<file path="src/rtl/spo_pkg.sv">
// Package for the signed permutation orbit block.
// Holds widths, limits, phase codes and the controller/datapath structs.
// No dependencies.
package spo_pkg;

    localparam int unsigned INDEX_MAX = 1023;
    localparam int unsigned IDX_W     = 10;
    localparam int unsigned ENT_W     = 11;
    localparam int unsigned SIZE_W    = 6;
    localparam int unsigned SIGN_W    = 3;

    localparam logic [1:0] ROT_NONE  = 2'd0;
    localparam logic [1:0] ROT_LEFT  = 2'd1;
    localparam logic [1:0] ROT_RIGHT = 2'd2;

    typedef struct packed {
        logic load;
        logic advance;
    } spo_cmd_t;

    typedef struct packed {
        logic last;
    } spo_status_t;

endpackage

</file>
<file path="src/rtl/spo_datapath.sv">
// Datapath of the signed permutation orbit block: holds the triple, the
// sign/rotation/swap counters and forms each result. Depends on spo_pkg.
module spo_datapath
    import spo_pkg::*;
(
    input  logic                     clk,
    input  logic                     rst_n,
    input  spo_cmd_t                 cmd,
    input  logic [IDX_W-1:0]         first_in,
    input  logic [IDX_W-1:0]         second_in,
    input  logic [IDX_W-1:0]         third_in,
    output spo_status_t              status,
    output logic signed [ENT_W-1:0]  out_first,
    output logic signed [ENT_W-1:0]  out_second,
    output logic signed [ENT_W-1:0]  out_third,
    output logic [SIZE_W-1:0]        orbit_size,
    output logic                     last_one,
    output logic                     order_error
);

    logic [IDX_W-1:0]  a_reg, b_reg, c_reg;
    logic              err_reg, err_next;
    logic              multi_reg, multi_next;
    logic              distinct_reg, distinct_next;
    logic [SIGN_W-1:0] idx_reg, idx_next;
    logic [1:0]        rot_reg, rot_next;
    logic              swap_reg, swap_next;

    logic [SIGN_W-1:0]       smask;
    logic                    idx_end;
    logic signed [ENT_W-1:0] p, q, r;
    logic signed [ENT_W-1:0] e0, e1, e2;
    logic [SIZE_W-1:0]       base, triple;

    assign smask   = {c_reg != '0, b_reg != '0, a_reg != '0};
    assign idx_end = (idx_reg == smask);

    always_comb
    begin
        err_next      = err_reg;
        multi_next    = multi_reg;
        distinct_next = distinct_reg;
        idx_next      = idx_reg;
        rot_next      = rot_reg;
        swap_next     = swap_reg;
        if (cmd.load)
        begin
            err_next      = (first_in < second_in) || (second_in < third_in)
                            || (32'(first_in) > INDEX_MAX);
            multi_next    = !((first_in == second_in) && (second_in == third_in));
            distinct_next = (first_in != second_in) && (second_in != third_in);
            idx_next      = '0;
            rot_next      = ROT_NONE;
            swap_next     = 1'b0;
        end
        else if (cmd.advance)
        begin
            unique case (rot_reg)
                ROT_NONE:
                begin
                    if (idx_end)
                    begin
                        idx_next = '0;
                        rot_next = ROT_LEFT;
                    end
                    else
                    begin
                        idx_next = idx_reg + 1'b1;
                    end
                end
                ROT_LEFT:
                begin
                    rot_next = ROT_RIGHT;
                end
                ROT_RIGHT:
                begin
                    if (idx_end)
                    begin
                        idx_next  = '0;
                        rot_next  = ROT_NONE;
                        swap_next = 1'b1;
                    end
                    else
                    begin
                        idx_next = idx_reg + 1'b1;
                        rot_next = ROT_LEFT;
                    end
                end
                default:
                begin
                    rot_next = ROT_NONE;
                end
            endcase
        end
    end

    always_ff @(posedge clk or negedge rst_n)
    begin
        if (!rst_n)
        begin
            err_reg      <= 1'b0;
            multi_reg    <= 1'b0;
            distinct_reg <= 1'b0;
            idx_reg      <= '0;
            rot_reg      <= ROT_NONE;
            swap_reg     <= 1'b0;
        end
        else
        begin
            err_reg      <= err_next;
            multi_reg    <= multi_next;
            distinct_reg <= distinct_next;
            idx_reg      <= idx_next;
            rot_reg      <= rot_next;
            swap_reg     <= swap_next;
        end
    end

    always_ff @(posedge clk)
    begin
        if (cmd.load)
        begin
            a_reg <= first_in;
            b_reg <= second_in;
            c_reg <= third_in;
        end
    end

    // sign element: nonzero entries form a prefix, so index bits map directly
    assign p = idx_reg[0] ? -$signed({1'b0, a_reg}) : $signed({1'b0, a_reg});
    assign q = idx_reg[1] ? -$signed({1'b0, b_reg}) : $signed({1'b0, b_reg});
    assign r = idx_reg[2] ? -$signed({1'b0, c_reg}) : $signed({1'b0, c_reg});

    always_comb
    begin
        unique case (rot_reg)
            ROT_LEFT:
            begin
                e0 = q;
                e1 = r;
                e2 = p;
            end
            ROT_RIGHT:
            begin
                e0 = r;
                e1 = p;
                e2 = q;
            end
            default:
            begin
                e0 = p;
                e1 = q;
                e2 = r;
            end
        endcase
    end

    assign base   = SIZE_W'(smask) + SIZE_W'(1);
    assign triple = (base << 1) + base;

    always_comb
    begin
        if (err_reg)
        begin
            out_first  = '0;
            out_second = '0;
            out_third  = '0;
            orbit_size = SIZE_W'(1);
        end
        else
        begin
            out_first  = swap_reg ? e1 : e0;
            out_second = swap_reg ? e0 : e1;
            out_third  = e2;
            if (!multi_reg)
                orbit_size = base;
            else if (!distinct_reg)
                orbit_size = triple;
            else
                orbit_size = triple << 1;
        end
    end

    assign status.last = err_reg
                         || (rot_reg == ROT_NONE && idx_end && !multi_reg)
                         || (rot_reg == ROT_RIGHT && idx_end && (!distinct_reg || swap_reg));
    assign last_one    = status.last;
    assign order_error = err_reg;

endmodule

</file>
<file path="src/rtl/spo_ctrl.sv">
// Controller of the signed permutation orbit block: takes one request,
// runs the datapath until the last result is taken. Depends on spo_pkg.
module spo_ctrl
    import spo_pkg::*;
(
    input  logic        clk,
    input  logic        rst_n,
    input  logic        in_valid,
    output logic        in_ready,
    output logic        out_valid,
    input  logic        out_ready,
    input  spo_status_t status,
    output spo_cmd_t    cmd
);

    localparam logic ST_IDLE = 1'b0;
    localparam logic ST_RUN  = 1'b1;

    logic state_reg, state_next;

    assign in_ready    = (state_reg == ST_IDLE);
    assign out_valid   = (state_reg == ST_RUN);
    assign cmd.load    = in_valid && in_ready;
    assign cmd.advance = out_valid && out_ready && !status.last;

    always_comb
    begin
        state_next = state_reg;
        unique case (state_reg)
            ST_IDLE:
            begin
                if (in_valid)
                    state_next = ST_RUN;
            end
            ST_RUN:
            begin
                if (out_ready && status.last)
                    state_next = ST_IDLE;
            end
            default:
            begin
                state_next = ST_IDLE;
            end
        endcase
    end

    always_ff @(posedge clk or negedge rst_n)
    begin
        if (!rst_n)
            state_reg <= ST_IDLE;
        else
            state_reg <= state_next;
    end

endmodule

</file>
<file path="src/rtl/signed_permutation_orbit.sv">
// Top level of the signed permutation orbit block.
// Joins spo_ctrl and spo_datapath; depends on spo_pkg.
//
// Usage:
//   Input channel (in_valid/in_ready, first_in/second_in/third_in) takes one
//   request: an index triple a >= b >= c. Output channel (out_valid/out_ready)
//   returns every distinct signed permutation of it in a fixed order, one
//   per handshake, each with orbit_size and last_one on the final result.
//   A triple that breaks the ordering returns one all-zero result with
//   order_error set, orbit_size 1 and last_one set.
// Timing:
//   The first result is valid in the cycle after the request is taken. With
//   out_ready held high a result leaves every cycle; in_ready is high only
//   while no result is pending. The rate is set by the sign/rotation/swap
//   counters, which step once per accepted result before the last and
//   decode straight to the result ports.
// Reset and stall:
//   rst_n clears the controller and counters; the block comes up idle with
//   in_ready high. While out_ready is low the current result holds and the
//   counters do not advance.
module signed_permutation_orbit
    import spo_pkg::*;
(
    input  logic                     clk,
    input  logic                     rst_n,
    input  logic                     in_valid,
    output logic                     in_ready,
    input  logic [IDX_W-1:0]         first_in,
    input  logic [IDX_W-1:0]         second_in,
    input  logic [IDX_W-1:0]         third_in,
    output logic                     out_valid,
    input  logic                     out_ready,
    output logic signed [ENT_W-1:0]  out_first,
    output logic signed [ENT_W-1:0]  out_second,
    output logic signed [ENT_W-1:0]  out_third,
    output logic [SIZE_W-1:0]        orbit_size,
    output logic                     last_one,
    output logic                     order_error
);

    spo_cmd_t    cmd;
    spo_status_t status;

    spo_ctrl u_ctrl (
        .clk       (clk),
        .rst_n     (rst_n),
        .in_valid  (in_valid),
        .in_ready  (in_ready),
        .out_valid (out_valid),
        .out_ready (out_ready),
        .status    (status),
        .cmd       (cmd)
    );

    spo_datapath u_datapath (
        .clk         (clk),
        .rst_n       (rst_n),
        .cmd         (cmd),
        .first_in    (first_in),
        .second_in   (second_in),
        .third_in    (third_in),
        .status      (status),
        .out_first   (out_first),
        .out_second  (out_second),
        .out_third   (out_third),
        .orbit_size  (orbit_size),
        .last_one    (last_one),
        .order_error (order_error)
    );

    a_no_overlap: assert property (@(posedge clk) disable iff (!rst_n)
        out_valid |-> !in_ready)
        else $error("request taken while results pending");

    a_first_result: assert property (@(posedge clk) disable iff (!rst_n)
        (in_valid && in_ready) |=> out_valid)
        else $error("no result after request");

    a_run_continues: assert property (@(posedge clk) disable iff (!rst_n)
        (out_valid && out_ready && !last_one) |=> out_valid)
        else $error("run ended before last result");

    a_error_single: assert property (@(posedge clk) disable iff (!rst_n)
        (out_valid && order_error) |-> (last_one && orbit_size == SIZE_W'(1)))
        else $error("error result not a single result");

endmodule
</file>
<file path="config.mk">
export PLATFORM = sky130hd
export DESIGN_NAME = signed_permutation_orbit
export DESIGN_NICKNAME = d
export VERILOG_FILES = /design/src/rtl/spo_pkg.sv /design/src/rtl/spo_datapath.sv /design/src/rtl/spo_ctrl.sv /design/src/rtl/signed_permutation_orbit.sv
export SDC_FILE = /design/constraint.sdc
export NUM_CORES = 1
export LEC_CHECK = 0
export BUFFER_PORTS_ARGS = -buffer_cell sky130_fd_sc_hd__buf_2
export CORE_MARGIN = 5
export CORE_UTILIZATION = 45
export DETAILED_ROUTE_END_ITERATION = 8
export GPL_TIMING_DRIVEN = 0
export HOLD_SLACK_MARGIN = 0.1
export PLACE_DENSITY = 0.67
export SLEW_MARGIN = 20
export SYNTH_ARGS = -nofsm -noshare
export SYNTH_HDL_FRONTEND = slang
export SYNTH_SLANG_ARGS = --single-unit
</file>
<file path="constraint.sdc">
create_clock -name clk -period 4.35 [get_ports clk]
set_input_delay 0.87 -clock clk [delete_from_list [all_inputs] [get_ports clk]]
set_output_delay 0.87 -clock clk [all_outputs]
set_load 0.01 [all_outputs]
</file>
Yosys cells after proc, flatten, opt, wreduce, memory -nomap -nowiden
Cells that the tools add are included.

Register bits after elaboration: 40. Input port bits: 34. Output and inout bits: 43. Logic and storage cells: 87.

$add $sub $neg: 6. Order comparisons: 2. Equal/unequal tests: 8. Muxes and demuxes: 30. Bitwise operators: 1. Reduce and logical (&&, ||, !) cells: 30.

Operators by type and width (count): $mux W11 (8); $pmux W11 S2 (3); $neg A10 Y11 (3); $reduce_bool A10 Y1 (3); $eq A10 B10 Y1 (2); $lt A10 B10 Y1 (2); $ne A10 B10 Y1 (2); $mux W6 (3); $mux W3 (4); $logic_and A1 B1 Y1 (10); $reduce_bool A2 Y1 (4); $mux W1 (7); $add A6 B6 Y6 (1); $mux W2 (3); $pmux W2 S3 (1); $add A3 B1 Y4 const B (1); $logic_not A1 Y1 (4); $logic_or A1 B1 Y1 (4); $reduce_and A2 Y1 (2); $add A3 B1 Y3 const B (1); $eq A3 B3 Y1 (1); $ne A3 B2 Y1 const B (1); $reduce_and A3 Y1 (1); $eq A2 B1 Y1 const B (1); 5 further kinds (5).

Logic depth before layout (Yosys ltp)
Gate-level depths: netlist (run 1).

Word-level depth: 10. Gate-level depth with buffers: 14. Depth with buffers taken out: 13.

By module
From an unflattened synthesis (run 1), not the netlist that was laid out.

Cell total of the unflattened synthesis: 475. Area total of the unflattened synthesis: 4058.9 µm².

By module, submodules not included: spo_datapath (times used 1, cells each 469, area each 3998.8 µm², seq. area each 1126.1 µm²); spo_ctrl (times used 1, cells each 6, area each 60.1 µm², seq. area each 25.0 µm²).

Worst setup path after synthesis (run 1)
No wires, ideal clock.

Path kind: register -> output. Start point: reg u_datapath.a_reg[0]. End point: out orbit_size[4]. Arrival: 3118 ps. Required time: 3480 ps. Slack: 362 ps. Stages on the path, launching flop included: 15. Path buffers: 1. Cells stage by stage: edfxtp_1 > inv_1 > ha_1 > nor2b_1 > and3_1 > clkbuf_1 > inv_1 > ha_1 > xor2_1 > xnor2_1 > ha_1 > a211o_1 > xor2_1 > or3b_2 > nand3_1.

Longest elaborated chain between the ends: 6.

Ends and longest elaborated chain: start: declaration (line spo_datapath.sv:21) `logic [IDX_W-1:0] a_reg, b_reg, c_reg;`; start signal: assignment (line spo_datapath.sv:123) `a_reg <= first_in;`; $reduce_bool A10 Y1 (line spo_datapath.sv:35) `assign smask = {c_reg != '0, b_reg != '0, a_reg != '0};`; $add A3 B1 Y4 (line spo_datapath.sv:158) `assign base = SIZE_W'(smask) + SIZE_W'(1);`; $add A6 B6 Y6 (line spo_datapath.sv:159) `assign triple = (base << 1) + base;`; $mux W6 (line spo_datapath.sv:177) `else if (!distinct_reg)`; $mux W6 (line spo_datapath.sv:175) `if (!multi_reg)`; $mux W6 (line spo_datapath.sv:163) `if (err_reg)`; end: declaration (line signed_permutation_orbit.sv:36) `output logic [SIZE_W-1:0] orbit_size,`.

Every way passes these cells.

Worst setup path after layout (run 1)
Start point: reg u_datapath.c_reg[9]. End point: out orbit_size[4].

Longest elaborated chain between the ends: 6.

Ends and longest elaborated chain: start: declaration (line spo_datapath.sv:21); start signal: assignment (line spo_datapath.sv:125) `c_reg <= third_in;`; $reduce_bool A10 Y1 (line spo_datapath.sv:35); $add A3 B1 Y4 (line spo_datapath.sv:158); $add A6 B6 Y6 (line spo_datapath.sv:159); $mux W6 (line spo_datapath.sv:177); $mux W6 (line spo_datapath.sv:175); $mux W6 (line spo_datapath.sv:163).

Every way passes these cells.

==> results of run 1 <==
==> final cells by class <==
cell class | count | area, µm²
multi-input combinational | 365 | 2760
tap | 111 | 139
clock inverter | 2 | 35.0
inverter | 43 | 163
fill | 874 | 4090
sequential | 40 | 1150
timing repair buffer | 90 | 485
buffer | 32 | 171
clock buffer | 6 | 72.6
==> metal layers <==
metal | global-route usage | wire, µm
met5 | 0 | 0
met4 | 0.0731 | 267
met3 | 0.0380 | 946
met2 | 0.362 | 5850
met1 | 0.290 | 5410
==> kinds of logic after synthesis <==
family,share of synthesized area
AND/OR/NAND/NOR,0.183
flip-flops,0.279
adder cells (fa/ha/maj),0.0972
buffers and inverters,0.0835
XOR/XNOR,0.0574
multiplexers,0.0550
AO/OA/AOI/OAI,0.245
==> metrics by stage <==
stage / std cells / total power [W]
finish: 689 / 0.00270
global route: 689 / 0.00288
global placement: 670 / 0.00229
detailed placement: 670 / 0.00232
floorplan: 483 / 0.00183
CTS: 679 / 0.00264
==> cell usage in the layout, fill, tap and decap left out, types with 4 or more instances in the layout <==
master / count
nand2b_1: 11
o21ai_0: 24
a221oi_1: 11
clkbuf_8: 9
buf_2: 76
ha_1: 29
xor2_1: 8
nand4_1: 6
edfxtp_1: 30
mux2_2: 5
a21o_1: 11
a31oi_1: 7
o22ai_1: 6
a211oi_1: 5
a22o_1: 5
dfrtp_1: 10
o31ai_1: 4
o221ai_1: 4
nand2_1: 18
mux4_2: 4
nor2_1: 61
mux2i_1: 8
o41ai_1: 5
inv_1: 39
nor3_1: 16
nand3_1: 7
buf_1: 4
clkbuf_1: 23
a21oi_1: 17
o221a_2: 8
xnor2_1: 17
buf_4: 15
and3_1: 5
a22oi_1: 6
==> report_power, final <==
| group | leakage (nW) | switching, W | internal (W) |
|---|---|---|---|
| logic | 1.66 | 0.00109 | 0.000737 |
| registers | 0.396 | 0.0000806 | 0.000492 |
| clock network | 0.0552 | 0.000129 | 0.000170 |
==> worst paths after layout <==
check                                     from                     to  slack [ns]  cells after the start
min reg2reg                   u_ctrl.out_valid       u_ctrl.out_valid        0.54                      1
min in group clk              u_ctrl.out_valid       u_ctrl.out_valid        0.54                      1
max reg2reg                u_datapath.c_reg[2]  u_datapath.rot_reg[1]        1.31                      7
max in group asynchronous                rst_n  u_datapath.idx_reg[0]        3.73                      1
max                        u_datapath.c_reg[9]          orbit_size[4]        0.11                     10
min                                      rst_n       u_ctrl.out_valid        0.43                      1
==> timing repair <==
| action | in CTS | in global routing |
|---|---|---|
| pin swaps | 2 | 7 |
| hold buffers | 0 | 0 |
| endpoints found under the setup margin | 4 | 3 |
| buffers inserted | 4 | 10 |
| gates resized for setup | 15 | 11 |
==> metrics.csv, run 1 <==
stage,metric,value,unit
clock_network,CTS H-Tree Depth,2,
placed_design,GPL Wtd Cong,0.907,
placed_design,Placement Setup Slack,-0.295,ns
detailed_routing,routed len/inst,18.1,µm
yosys,part of the Yosys area used for sequential elements,0.279,
yosys,ys flop type,edfxtp_1,
detailed_routing,DR DRC count,0,
timing,actual slew at the worst max-slew pin,0.818,ns
die,io pins,77,
setup_path,crit-path max FO,5,
yosys,mean post-synth cell area,8.53,µm²
power_and_ir_drop,P per Cell Area,541,nW/µm²
yosys,post-synth top area share,0.219,
setup_path,WS Path Type,reg -> out,
timing,"Setup violations, final",0,
placed_design,IO buf count,76,
die,row count,35,
yosys,Synth area leader,edfxtp_1,
setup_path,CP max stage cell,or4_4,
clock_network,Root Driver,clkbuf_8,
setup_path,startpoint types,register,
setup_path,family with the most delay on the worst path,simple AND/OR/NAND/NOR gates,
detailed_routing,Vias/cell,6.08,
detailed_routing,"antenna viol nets, final",0,
finish,Final Cell Area,4980,µm²
clock_network,Clock Tree Buf Depth,2,
yosys,number of synthesis warnings,0,
clock_network,clock latency on the worst-skew pair,0.29,ns
setup_path,Arrival @ worst endpoint,3.37,ns
yosys,Area contributors post-synth,"edfxtp_1 22%, ha_1 9.7%, dfrtp_1 6.1%, nor2_1 5.6%, inv_1 3.7%",
worst_hold_path,Worst Hold Class,in -> async,
yosys,syn_nets,549,
yosys,"Distinct cells, synth",62,
flow_run,Max Cap Viol,0,
finish,final net count,643,
setup_path,crit end category,output pin,
timing,Max Fclk,236,MHz
outcome,outcome,completed,
timing,Rel. slew slack,0.454,
setup_path,worst path cell trace,or4_4 -> or3_4 -> xor2_4 -> xnor2_1 -> ha_1 -> a211o_1 -> xor2_2 -> or3b_2 -> nand3_1 -> buf_2,
die,core area,9060,µm²
clock_network,CTS tree,yes,
detailed_routing,drt initial violations,282,
die,Die Width,106,µm
detailed_routing,Pre-antenna DRT Iters,5,
finish,post-layout util,0.549,
yosys,"top cells by count, synth","61 x nor2_1, 41 x inv_1, 32 x ha_1",
clock_network,clk sinks,40,
finish,area delta synth->final,20.9,%
detailed_routing,Via Count,4188,
timing,Final Critical Period,4.24,ns
global_route,vias in the first global route,3980,
die,die area,11200,µm²
finish,ant diodes,0,
global_route,all-layer global routing usage,0.219,
setup_path,CP bufs+invs,1,
timing,Hold Slack,0.427,ns
power_and_ir_drop,leakage dissipation,2.11,nW
timing,Fin Setup TNS,0,ns
clock_network,"Reg clk slew, reported paths",0.08,ns
placed_design,half-perimeter wire length after placement,9870,µm
global_route,grt ovf,0,
yosys,Mapped Cells,483,
yosys,Post-synth EDFFs,30,
global_route,pin count of the biggest net entering global routing,40,
placed_design,dpl cell area,4640,µm²
yosys,Async SR Flop Fraction,0.250,
timing,Final Hold Viols,0,
die,Initial Utilization,0.454,
power_and_ir_drop,maximum vdd ir drop,0.243,mV
die,chip height,106,µm
timing,clock skew,0.0101,ns
yosys,post-synthesis cell area,4120,µm²
finish,share of cells above drive strength 1,0.256,
setup_path,worst path required time,3.48,ns
global_route,first-pass GRT wire length,19800,µm
setup_path,crit-path max cell delay,0.59,ns
clock_network,CTS Buf Count,5,
detailed_routing,Total Routed Length,12500,µm
global_route,antenna violations before repair,0,
yosys,"count leader, synth",nor2_1,
yosys,#FFs+latches synth,40,
timing,setup ws final,0.115,ns
timing,Final Max Tran Viols,0,
timing,final worst path period share,0.974,
Power figures use the tool's default switching activity.
==> run 2: changes to the inputs <==
--- a/config.mk
+++ b/config.mk
@@ -5,13 +5,12 @@
 export SDC_FILE = /design/constraint.sdc
 export NUM_CORES = 1
 export LEC_CHECK = 0
-export BUFFER_PORTS_ARGS = -buffer_cell sky130_fd_sc_hd__buf_2
 export CORE_MARGIN = 5
 export CORE_UTILIZATION = 45
 export DETAILED_ROUTE_END_ITERATION = 8
+export DONT_BUFFER_PORTS = 1
 export GPL_TIMING_DRIVEN = 0
 export HOLD_SLACK_MARGIN = 0.1
-export PLACE_DENSITY = 0.67
 export SLEW_MARGIN = 20
 export SYNTH_ARGS = -nofsm -noshare
 export SYNTH_HDL_FRONTEND = slang
==> run 2 against run 1 <==
  * Global-route usage down 0.40 points
  * Die area did not move
  * Cell area is 9.6% lower
  * Critical endpoint unchanged
  * Setup slack worse by 0.013 ns
  * Sequential share of layout area up 2.4 points
  * Combinational power is 8% lower
  * Highest routed layer unchanged
  * Clock-buffer cell count unchanged
  * Clock power is essentially flat
==> metrics.csv, run 2 (synthesized netlist as in run 1, its figures left out) <==
stage,metric,value,unit,change
outcome,outcome,completed,,unchanged
timing,clock skew,0.0134,ns,was 0.0101 ns
setup_path,Arrival @ worst endpoint,3.38,ns,was 3.37 ns
detailed_routing,Pre-antenna DRT Iters,5,,unchanged
die,Initial Utilization,0.454,,unchanged
clock_network,CTS hold repair buffers,0,,unchanged
worst_hold_path,Worst Hold Class,in -> async,,unchanged
placed_design,half-perimeter wire length after placement,9640,µm,was 9870 µm
clock_network,CTS H-Tree Depth,2,,unchanged
global_route,first-pass GRT wire length,19200,µm,was 19800 µm
detailed_routing,drt initial violations,328,,was 282
power_and_ir_drop,leakage dissipation,1.72,nW,was 2.11 nW
global_route,pin count of the biggest net entering global routing,40,,unchanged
detailed_routing,Vias/cell,6.32,,was 6.08
detailed_routing,Via Count,3817,,was 4188
setup_path,WS Path Type,reg -> out,,unchanged
detailed_routing,routed len/inst,20.1,µm,was 18.1 µm
flow_run,Max Cap Viol,0,,unchanged
placed_design,GPL Wtd Cong,0.899,,was 0.907
finish,ant diodes,0,,unchanged
timing,Max Fclk,235,MHz,was 236 MHz
placed_design,IO buf count,0,,was 76
clock_network,Clock Tree Buf Depth,2,,unchanged
finish,most frequent cells in the layout,"61 x nor2_1, 40 x inv_1, 30 x edfxtp_1, 29 x ha_1, 24 x o21ai_0",,"was 76 x buf_2, 61 x nor2_1, 39 x inv_1, 30 x edfxtp_1, 29 x ha_1"
finish,area delta synth->final,9.33,%,was 20.9%
clock_network,CTS tree,yes,,unchanged
timing,Final Hold Viols,0,,unchanged
clock_network,clock latency on the worst-skew pair,0.30,ns,was 0.29 ns
timing,final worst path period share,0.977,,was 0.974
global_route,all-layer global routing usage,0.215,,was 0.219
finish,share of cells above drive strength 1,0.124,,was 0.256
global_route,vias in the first global route,3683,,was 3980
die,chip height,106,µm,unchanged
setup_path,crit-path max cell delay,0.48,ns,was 0.59 ns
finish,final net count,558,,was 643
detailed_routing,Total Routed Length,12100,µm,was 12500 µm
die,io pins,77,,unchanged
power_and_ir_drop,P per Cell Area,568,nW/µm²,was 541 nW/µm²
clock_network,Root Driver,clkbuf_8,,unchanged
clock_network,CTS Buf Count,5,,unchanged
placed_design,dpl cell area,4260,µm²,was 4640 µm²
global_route,grt ovf,0,,unchanged
die,die area,11200,µm²,unchanged
timing,Final Critical Period,4.25,ns,was 4.24 ns
detailed_routing,"antenna viol nets, final",0,,unchanged
power_and_ir_drop,maximum vdd ir drop,0.249,mV,was 0.243 mV
setup_path,worst path required time,3.48,ns,about the same
timing,"Setup violations, final",0,,unchanged
setup_path,crit end category,output pin,,unchanged
timing,RSZ-0062 raised after global routing,no,,
clock_network,clk sinks,40,,unchanged
setup_path,worst path cell trace,inv_2 -> ha_2 -> or2b_4 -> or3_4 -> xor2_4 -> xnor2_1 -> ha_1 -> a211o_1 -> xor2_1 -> or3b_2 -> nand3_2,,was or4_4 -> or3_4 -> xor2_4 -> xnor2_1 -> ha_1 -> a211o_1 -> xor2_2 -> or3b_2 -> nand3_1 -> buf_2
setup_path,CP max stage cell,or3b_2,,was or4_4
die,core area,9060,µm²,unchanged
timing,Final Max Tran Viols,0,,unchanged
detailed_routing,DR DRC count,0,,unchanged
finish,Final Cell Area,4500,µm²,was 4980 µm²
global_route,antenna violations before repair,0,,unchanged
setup_path,startpoint types,register,,unchanged
finish,post-layout util,0.497,,was 0.549
setup_path,reg2reg start,u_datapath.c_reg[2],,unchanged
die,row count,35,,unchanged
finish,"commonest non-fill, non-tap cell in the layout",nor2_1,,was buf_2
timing,actual slew at the worst max-slew pin,0.767,ns,was 0.818 ns
timing,Rel. slew slack,0.489,,was 0.454
clock_network,"Reg clk slew, reported paths",0.08,ns,about the same
setup_path,crit path from,u_datapath.c_reg[0],,was u_datapath.c_reg[9]
die,Die Width,106,µm,unchanged
setup_path,crit-path max FO,6,,was 5
[run 2: cell types whose count changed in the layout (fill, tap and decap cells not counted), moves of 2 or more]
cell	before	now
buf_2	76	0
buf_4	15	6
ha_2	1	3
ha_4	2	0
[run 2: critical path, delay by kind of cell, from the launching register on]
kind	cells	cell delay, ns
AO/OA/AOI/OAI	1	0.25
XOR/XNOR	3	0.54
adder cells (fa/ha/maj)	2	0.42
buffers and inverters	1	0.09
flip-flops	1	0.45
AND/OR/NAND/NOR	4	1.34
[run 2: path summary, 6_finish.rpt]
| kind | to | slack [ns] | depth (start not counted) |
|---|---|---|---|
| worst max-delay path | orbit_size[4] | 0.10 | 11 |
| max in group asynchronous | u_datapath.idx_reg[0] | 4.03 | 0 |
| worst min-delay path | u_datapath.idx_reg[2] | 0.25 | 0 |
| worst min register to register | u_ctrl.out_valid | 0.61 | 1 |
| worst max register to register | u_datapath.rot_reg[1] | 1.35 | 7 |
| min in group clk | u_ctrl.out_valid | 0.61 | 1 |
[run 2: layer usage]
metal  vias to the layer above  global-route usage  wire [µm]
met3                        13              0.0447       1120
met2                       160               0.352       5580
met5                         -                   0          0
met4                         0              0.0518        140
li1                       1820                   -          -
met1                      1824               0.291       5280
[run 2: per-stage QoR]
stage               hold slack [ns]  power [W]  setup WS (ns)  setup TNS, ns  cells
global route                  0.235    0.00275        0.00682              0    604
floorplan                     0.557    0.00183          0.362              0    483
global placement              0.575    0.00217         -0.152         -0.228    594
finish                        0.253    0.00256          0.101              0    604
CTS                           0.245    0.00252         0.0192              0    602
detailed placement            0.575    0.00220         -0.157         -0.237    594
[run 2: area by class of cell]
| class | instances | area, µm² |
|---|---|---|
| fillers | 896 | 4560 |
| clock buffers | 6 | 72.6 |
| well taps | 111 | 139 |
| clock inverters | 2 | 35.0 |
| plain buffers | 32 | 171 |
| inverters | 43 | 163 |
| flip-flops and latches | 40 | 1150 |
| multi-input cells | 365 | 2730 |
| repair buffers | 5 | 37.5 |
[run 2: repair_timing]
action	CTS	global route
pin swaps	1	4
resized for setup	12	10
buffers inserted	3	2
endpoints found under the setup margin	4	3
[run 2: power by group]
| part | switching [W] | internal [W] | total [W] | leakage [nW] |
|---|---|---|---|---|
| sequential | 0.0000867 | 0.000492 | 0.000578 | 0.396 |
| combinational | 0.00105 | 0.000629 | 0.00168 | 1.27 |
| clock | 0.000128 | 0.000170 | 0.000298 | 0.0552 |
| total | 0.00127 | 0.00129 | 0.00256 | 1.72 |
==> run 3: changes to the inputs <==
--- a/config.mk
+++ b/config.mk
@@ -6,11 +6,13 @@
 export NUM_CORES = 1
 export LEC_CHECK = 0
 export CORE_MARGIN = 5
-export CORE_UTILIZATION = 45
+export CORE_UTILIZATION = 65
 export DETAILED_ROUTE_END_ITERATION = 8
 export DONT_BUFFER_PORTS = 1
+export GPL_ROUTABILITY_DRIVEN = 0
 export GPL_TIMING_DRIVEN = 0
 export HOLD_SLACK_MARGIN = 0.1
+export PLACE_DENSITY = 0.81
 export SLEW_MARGIN = 20
 export SYNTH_ARGS = -nofsm -noshare
 export SYNTH_HDL_FRONTEND = slang
==> run 3 against run 2 <==
  * Via count grew 4.8%
  * Clock skew shrank 0.0055 ns
  * Sequential power is essentially flat
  * Clock-buffer cell count is the same
  * Sequential share of layout area shrank 0.078 points
  * Cell count shrank 4.6%
  * Fmax shrank 0.50%
  * Critical path type unchanged
  * Highest routed layer unchanged
==> metrics.csv, run 3 (synthesized netlist as in run 1, its figures left out) <==
stage,metric,value,unit,change
global_route,all-layer global routing usage,0.297,,was 0.215
placed_design,half-perimeter wire length after placement,8930,µm,was 9640 µm
placed_design,IO buf count,0,,unchanged
setup_path,worst path required time,3.48,ns,about the same
detailed_routing,routed len/inst,20.7,µm,was 20.1 µm
timing,Final Max Tran Viols,0,,unchanged
clock_network,"Reg clk slew, reported paths",0.08,ns,about the same
die,row count,29,,was 35
detailed_routing,drt initial violations,470,,was 328
power_and_ir_drop,P_int,0.00131,W,was 0.00129 W
die,core area,6240,µm²,was 9060 µm²
global_route,grt ovf,0,,unchanged
clock_network,Clock Tree Buf Depth,2,,unchanged
die,die area,8030,µm²,was 11200 µm²
detailed_routing,Total Routed Length,11900,µm,was 12100 µm
setup_path,crit end category,output pin,,unchanged
finish,Reg area,1150,µm²,unchanged
clock_network,clk sinks,40,,unchanged
timing,Fin Setup TNS,0,ns,unchanged
finish,final net count,564,,was 558
setup_path,WS Path Type,reg -> out,,unchanged
detailed_routing,"antenna viol nets, final",0,,unchanged
global_route,pin count of the biggest net entering global routing,40,,unchanged
global_route,antenna violations before repair,0,,unchanged
outcome,outcome,completed,,unchanged
global_route,first-pass GRT wire length,18300,µm,was 19200 µm
timing,final worst path period share,0.982,,was 0.977
power_and_ir_drop,switch share,0.488,,was 0.495
power_and_ir_drop,clock share of power,0.120,,was 0.116
timing,clock skew,0.00789,ns,was 0.0134 ns
detailed_routing,Pre-antenna DRT Iters,6,,was 5
setup_path,Arrival @ worst endpoint,3.40,ns,was 3.38 ns
clock_network,CTS H-Tree Depth,2,,unchanged
finish,share of cells above drive strength 1,0.132,,was 0.124
clock_network,clock latency on the worst-skew pair,0.28,ns,was 0.30 ns
power_and_ir_drop,maximum vdd ir drop,0.456,mV,was 0.249 mV
finish,ant diodes,0,,unchanged
die,io pins,77,,unchanged
die,chip height,89.6,µm,was 106 µm
finish,post-layout util,0.724,,was 0.497
timing,Final Hold Viols,0,,unchanged
flow_run,Max Cap Viol,0,,unchanged
finish,"commonest non-fill, non-tap cell in the layout",nor2_1,,unchanged
finish,footprint of the multi-input gates,2740,µm²,was 2730 µm²
worst_hold_path,Worst Hold Class,in -> async,,unchanged
timing,Max Fclk,234,MHz,was 235 MHz
setup_path,startpoint types,register,,unchanged
detailed_routing,Via Count,4000,,was 3817
power_and_ir_drop,switching pwr,0.00125,W,was 0.00127 W
clock_network,Root Driver,clkbuf_8,,unchanged
clock_network,CTS Buf Count,5,,unchanged
power_and_ir_drop,leakage dissipation,1.75,nW,was 1.72 nW
timing,Final Critical Period,4.27,ns,was 4.25 ns
die,Initial Utilization,0.660,,was 0.454
timing,actual slew at the worst max-slew pin,0.769,ns,was 0.767 ns
timing,"Setup violations, final",0,,unchanged
clock_network,CTS tree,yes,,unchanged
global_route,vias in the first global route,3772,,was 3683
timing,Rel. slew slack,0.487,,was 0.489
power_and_ir_drop,Comb pwr share,0.655,,was 0.658
die,Die Width,89.6,µm,was 106 µm
power_and_ir_drop,P per Cell Area,568,nW/µm²,about the same
finish,most frequent cells in the layout,"61 x nor2_1, 39 x inv_1, 30 x ha_1, 30 x edfxtp_1, 24 x o21ai_0",,"was 61 x nor2_1, 40 x inv_1, 30 x edfxtp_1, 29 x ha_1, 24 x o21ai_0"
finish,area delta synth->final,9.66,%,was 9.33%
power_and_ir_drop,sequential power share,0.225,,was 0.226
finish,filler cell count,487,,was 896
detailed_routing,Vias/cell,6.94,,was 6.32
detailed_routing,DR DRC count,0,,unchanged
setup_path,crit-path max FO,5,,was 6
timing,RSZ-0062 raised after global routing,no,,unchanged
run 3: worst paths after layout:
kind | startpoint | endpoint | slack, ns | depth (start not counted)
max in group asynchronous | rst_n | u_datapath.order_error | 4.01 | 0
min | rst_n | u_ctrl.out_valid | 0.27 | 0
max | u_datapath.c_reg[6] | orbit_size[4] | 0.08 | 9
min in group clk | u_ctrl.out_valid | u_ctrl.out_valid | 0.61 | 1
min reg2reg | u_ctrl.out_valid | u_ctrl.out_valid | 0.61 | 1
max reg2reg | u_datapath.c_reg[6] | u_datapath.rot_reg[1] | 1.33 | 6
run 3: stage by stage:
step	cell area [µm²]	instances	hold WS, ns	power, W	worst slack [ns]
6_report	4520	576	0.270	0.00257	0.0800
5_1_grt	4520	576	0.246	0.00273	0.00923
4_1_cts	4420	570	0.262	0.00249	0.00322
3_5_place_dp	4220	560	0.575	0.00217	-0.302
3_3_place_gp	4220	560	0.575	0.00213	-0.142
2_1_floorplan	4120	483	0.557	0.00183	0.362
run 3: area by class of cell:
class / count / area share
multi-input cells: 365 / 0.606
plain buffers: 32 / 0.0380
flip-flops and latches: 40 / 0.255
inverters: 43 / 0.0357
clock buffers: 6 / 0.0183
clock inverters: 2 / 0.00748
well taps: 77 / 0.0213
repair buffers: 11 / 0.0183
run 3: power by group through the flow:
| stage | clock (W) | combinational, W | sequential, W |
|---|---|---|---|
| after floorplan | 0 | 0.00128 | 0.000548 |
| after global placement | 0 | 0.00155 | 0.000572 |
| after detailed placement | 0 | 0.00159 | 0.000576 |
| after CTS | 0.000313 | 0.00161 | 0.000570 |
| after global routing | 0.000330 | 0.00182 | 0.000585 |
| final | 0.000308 | 0.00168 | 0.000578 |
run 3: metal layers:
layer  GRT usage  up-vias  part of all wire
li1            -     1834                 -
met1       0.383     1855              0.39
met2       0.496      272              0.48
met3      0.0566       39              0.11
met4       0.107        0             0.027
met5           0        -                 0
run 3: what timing repair did:
action	4_1_cts	5_1_grt
pin swaps	2	0
setup buffers	4	7
hold buffers	0	0
hold endpoints to repair	0	0
gates resized for setup	13	9
setup endpoints to repair	4	3
run 3: critical path, stage by stage, from the launching register on:
cell      delay [ns]
edfxtp_1        0.48
or4_1           0.65
or3_4           0.42
xor2_4          0.18
xnor2_1         0.13
ha_1            0.22
a211o_1         0.24
xor2_1          0.19
or3b_2          0.49
nand3_2         0.10
